$ cat src/hw/rtl/scrb_pkg.sv
// Shared types, widths, constants and saturation helper for the comb resonator bank.
package scrb_pkg;

  localparam int SMP_W      = 16;     // audio field width at the ports
  localparam int DATA_W     = 24;     // delay store word width
  localparam int WRAP_W     = 13;     // wrap field width in a voice setup word
  localparam int COEF_W     = 12;     // feedback and gain width, Q0.12
  localparam int ACC_W      = 42;     // voice sum accumulator, covers up to 16 voices
  localparam int SETUP_W    = 62;
  localparam int LEVEL_W    = 13;     // mix level and output scale
  localparam int CFG_IDX_W  = 8;
  localparam int CFG_DATA_W = 62;
  localparam int ONE_Q12    = 4096;
  localparam int DCB_COEF   = 32604;  // 0.995 in Q1.15
  localparam int MIX_RESET  = 2048;
  localparam int SCALE_RESET = 4096;

  typedef struct packed {
    logic start;  // new request accepted: clear sums and store base
    logic issue;  // one voice slot this cycle
  } lane_ctl_t;

  typedef enum logic [4:0] {
    S_CLEAR = 5'b00001,
    S_IDLE  = 5'b00010,
    S_VOICE = 5'b00100,
    S_MERGE = 5'b01000,
    S_OUT   = 5'b10000
  } core_state_e;

  function automatic logic signed [DATA_W-1:0] sat24(input logic signed [47:0] v);
    if (v > 48'sd8388607) begin
      return 24'h7FFFFF;
    end else if (v < -48'sd8388608) begin
      return 24'h800000;
    end
    return v[DATA_W-1:0];
  endfunction

endpackage

$ cat src/hw/rtl/scrb_merge.sv
// Merge stage: rounds both lane sums, DC-blocks, scales, saturates and crossfades with dry.
module scrb_merge #(
  parameter int SAMPLE_BITS = 16
) (
  input  logic                               clk_i,
  input  logic                               rst_ni,
  input  logic                               start_i,
  input  logic signed [scrb_pkg::ACC_W-1:0]  sum_i [2],
  input  logic signed [scrb_pkg::SMP_W-1:0]  dry_i [2],
  input  logic [scrb_pkg::LEVEL_W-1:0]       mix_i,
  input  logic [scrb_pkg::LEVEL_W-1:0]       scale_i,
  output logic signed [scrb_pkg::SMP_W-1:0]  out_o [2],
  output logic                               done_o
);
  import scrb_pkg::*;

  localparam logic signed [37:0] W_HI = 38'((64'sd1 <<< (SAMPLE_BITS - 1)) - 64'sd1);
  localparam logic signed [37:0] W_LO = -W_HI - 38'sd1;

  logic [5:0] st_q;

  logic signed [DATA_W-1:0] pin_q [2];
  logic signed [DATA_W-1:0] pout_q [2];
  logic signed [DATA_W-1:0] x_q [2], x_d [2];
  logic signed [40:0]       pdc_q [2], pdc_d [2];
  logic signed [DATA_W-1:0] y_q [2], y_d [2];
  logic signed [37:0]       pw_q [2], pw_d [2], pw_rnd [2];
  logic signed [25:0]       w_q [2], w_d [2];
  logic signed [26:0]       diff [2];
  logic signed [40:0]       pm_q [2], pm_d [2];
  logic signed [SMP_W-1:0]  o_q [2], o_d [2];

  always_comb begin
    for (int ch = 0; ch < 2; ch++) begin
      x_d[ch]    = sat24(48'((sum_i[ch] + 42'sd2048) >>> 12));
      pdc_d[ch]  = 41'(pout_q[ch]) * 41'(DCB_COEF);
      y_d[ch]    = sat24(48'(x_q[ch]) - 48'(pin_q[ch]) +
                         48'((pdc_q[ch] + 41'sd16384) >>> 15));
      pw_d[ch]   = 38'(y_q[ch]) * 38'($signed({1'b0, scale_i}));
      pw_rnd[ch] = (pw_q[ch] + 38'sd2048) >>> 12;
      if (pw_rnd[ch] > W_HI) begin
        w_d[ch] = 26'(W_HI);
      end else if (pw_rnd[ch] < W_LO) begin
        w_d[ch] = 26'(W_LO);
      end else begin
        w_d[ch] = pw_rnd[ch][25:0];
      end
      diff[ch] = 27'(w_q[ch]) - 27'(dry_i[ch]);
      pm_d[ch] = 41'(diff[ch]) * 41'($signed({1'b0, mix_i}));
      o_d[ch]  = SMP_W'(48'(dry_i[ch]) + 48'((pm_q[ch] + 41'sd2048) >>> 12));
    end
  end

  always_ff @(posedge clk_i or negedge rst_ni) begin
    if (!rst_ni) begin
      st_q <= '0;
      for (int ch = 0; ch < 2; ch++) begin
        pin_q[ch]  <= '0;
        pout_q[ch] <= '0;
      end
    end else begin
      st_q <= {st_q[4:0], start_i};
      if (st_q[0]) begin
        for (int ch = 0; ch < 2; ch++) begin
          pin_q[ch]  <= x_q[ch];
          pout_q[ch] <= y_d[ch];
        end
      end
    end
  end

  always_ff @(posedge clk_i) begin
    for (int ch = 0; ch < 2; ch++) begin
      if (start_i) begin
        x_q[ch]   <= x_d[ch];
        pdc_q[ch] <= pdc_d[ch];
      end
      if (st_q[0]) y_q[ch]  <= y_d[ch];
      if (st_q[1]) pw_q[ch] <= pw_d[ch];
      if (st_q[2]) w_q[ch]  <= w_d[ch];
      if (st_q[3]) pm_q[ch] <= pm_d[ch];
      if (st_q[4]) o_q[ch]  <= o_d[ch];
    end
  end

  assign out_o  = o_q;
  assign done_o = st_q[5];

endmodule

$ cat config.mk
export PLATFORM = sky130hd
export DESIGN_NAME = scrb_merge
export DESIGN_NICKNAME = d
export VERILOG_FILES = /design/src/hw/rtl/scrb_pkg.sv /design/src/hw/rtl/scrb_merge.sv
export SDC_FILE = /design/constraint.sdc
export NUM_CORES = 2
export LEC_CHECK = 0
export BUFFER_PORTS_ARGS = -buffer_cell sky130_fd_sc_hd__buf_2
export CORE_ASPECT_RATIO = 1.4
export CORE_MARGIN = 10
export CORE_UTILIZATION = 45
export DETAILED_ROUTE_END_ITERATION = 10
export RECOVER_POWER = 50
export SLEW_MARGIN = 20
export SYNTH_ARGS = -nofsm -noshare
export SYNTH_HDL_FRONTEND = slang
export SYNTH_SLANG_ARGS = --single-unit
$ cat constraint.sdc
create_clock -name clk_i -period 9.1 [get_ports clk_i]
set_input_delay 0.91 -clock clk_i [delete_from_list [all_inputs] [get_ports clk_i]]
set_output_delay 0.91 -clock clk_i [all_outputs]
set_load 0.01 [all_outputs]
==> reports/metrics.yaml <==
grt_max_degree: 75
finalCritPeriodShare: 0.952
max_freq_ghz: 0.115
layout-drive-gt1-share: 0.0679
synth-async-reset-ratio: 0.242
cts.reportedPaths.clkPinSlew_ns: 0.06
num_vias: 53667
io_buffers: 155
via_per_inst: 5.08
die_y_um: 512
clockBufferDepth: 3
synth-main-ff-cell: "edfxtp_1"
nNetsFinal: 10548
final.fill_count: 16210
dieArea_sq_um: 190000
cts_buffers: 51
firstDrtPassIters: 5
fp.coreArea_sq_um: 172000
grt_pass1_wl_um: 310000
grt_pass1_vias: 60530
worst_clock_skew_ns: 0.0360
wl_per_cell_um: 17.7
synthCells: 8017
max_stage_delay_ns: 0.57
routed_wl_um: 187000
globalRouteOverflowTotal: 0
max_slew_margin: -1.38
synth_top_area_share: 0.379
worstMarginPinSlew_ns: 3.56
violations: "capacitance limit, slew limit"
synth-seq-cells: 422
tritoncts: "yes"
cp-start-kind: "flop"
place_hpwl_um: 156000
setup.worst_path.end_class: "flop"
synth_cell_type_count: 80
slew_violations: 558
synth_nets: 10330
die_x_um: 372
hold_class: "flop to flop"
grt_usage: 0.202
synth-edff-count: 320
cp.arrival_ns: 9.07
final_hold_viol_count: 0
slowest_stage: "fa_1"
root_buffer: "clkbuf_16"
ant_nets: 0
clock_latency_ns: 0.69
multi_input_area_sq_um: 58200
synth.most_common_cell: "inv_1"
drt-initial-drc-count: 2392
ioPinCount: 178
antenna_found_initial: 15
holdWs_ns: 0.518
crit_top_cell: "fa_1"
cp_data_required_time_ns: 9.51
start_util: 0.453
finalSetupViolCount: 0
drc: 0
synth_area_sq_um: 77800
crit_type: "flop to flop"
cts-htree-levels: 2
drv_cap: 10
syn_to_final_growth_pct: 8.55
fin_crit_ns: 8.67
synth_area_leaders: "fa_1, edfxtp_1, ha_1"
clkSinkCount: 422
seqCellArea_sq_um: 12200
synth_top_cells_by_count: "inv_1, fa_1, nand2_1"
run_status: "finished, violations left"
yosysWarnings: 0
place.gp.congestion: 0.870
num_rows: 180
avgSynthCellArea_sq_um: 9.71
cp_max_fo: 4
yosys.area.top_type: "fa_1"
ys_seq_area_frac: 0.156
==> through the flow <==
step                 util  instance area, sq um  instances  setup TNS [ns]  setup WS (ns)
floorplan               -                 77800       8017               0         0.0146
global placement    0.481                 82600      10455          -0.756         -0.403
detailed placement  0.481                 82600      10455           -1.07         -0.476
CTS                 0.491                 84400      10550               0         0.0257
global route        0.492                 84500      10552         -0.0506        -0.0253
finish              0.492                 84500      10557               0          0.434
==> critical path, delay by kind of cell (launching register included) <==
family,cells,cell delay [ns]
AO/OA/AOI/OAI,12,2.56
XOR/XNOR,5,0.95
adder cells (fa/ha/maj),9,3.80
buffers and inverters,5,0.30
flip-flops,1,0.45
AND/OR/NAND/NOR,3,0.30
==> placed cells by master (no fill, tap or decap), types with 82 or more instances in the layout <==
master | synthesis | routed
inv_1 | 1746 | 1746
fa_1 | 1474 | 1473
nand2_1 | 819 | 819
ha_1 | 694 | 694
and2_1 | 579 | 578
edfxtp_1 | 320 | 320
xnor2_1 | 297 | 294
buf_4 | 0 | 268
nor2_1 | 267 | 267
a21oi_1 | 205 | 200
o21ai_0 | 197 | 196
xor2_1 | 168 | 168
buf_2 | 4 | 149
nand3_1 | 120 | 120
dfrtp_1 | 102 | 100
a21o_1 | 99 | 99
nor2b_1 | 83 | 82
==> final cells by class <==
| class | count | share of cell area |
|---|---|---|
| antenna | 5 | 0.000148 |
| sequential | 422 | 0.144 |
| clock buffer | 60 | 0.0156 |
| clock inverter | 35 | 0.00613 |
| tap | 2275 | 0.0337 |
| multi-input combinational | 5582 | 0.689 |
| timing repair buffer | 432 | 0.0338 |
| inverter | 1746 | 0.0776 |
==> path summary, 6_finish.rpt <==
| kind | from | to | slack, ns | cells past startpoint |
|---|---|---|---|---|
| worst max-delay path | w_q[0][26] | pm_q[0][68] | 0.43 | 34 |
| worst min-delay path | pin_q[24] | pin_q[24] | 0.52 | 1 |
| worst max register to register | w_q[0][26] | pm_q[0][68] | 0.43 | 34 |
| worst min register to register | pin_q[24] | pin_q[24] | 0.52 | 1 |
| max in group asynchronous | rst_ni | pout_q[47] | 3.00 | 2 |
| min in group asynchronous | rst_ni | pout_q[20] | 1.25 | 1 |
==> state kept, by name, indices dropped and copies added, names as in the netlist <==
name,cells
w_q,52
st_q,6
pout_q,48
pdc_q,52
pm_q,34
x_q,48
pw_q,54
out_o,32
y_q,48
pin_q,48
==> cells by family (layout without fill, tap and decap cells) <==
family,Yosys count,after routing,share of synthesized area
AO/OA/AOI/OAI,799,799,0.0655
XOR/XNOR,473,473,0.0546
adder cells (fa/ha/maj),2168,2168,0.491
buffers and inverters,2013,2273,0.0971
flip-flops,422,422,0.156
multiplexers,8,8,0.00109
other,0,5,0
AND/OR/NAND/NOR,2134,2134,0.135
==> routing by layer <==
metal	vias up	global-route usage	part of all wire
li1	25079	-	-
met2	943	0.391	0.55
met4	14	0.0727	0.039
met5	-	0	0.00047
met3	368	0.0218	0.036
met1	27263	0.224	0.37
==> timing repair <==
| action | CTS | global route |
|---|---|---|
| setup endpoints to repair | 0 | 3 |
| hold buffers | 0 | 0 |
| buffers inserted | 0 | 2 |
| resized for setup | 0 | 21 |
Power is not shown: default switching activity piles up to over one toggle a cycle in this logic, so the estimate is an artifact.
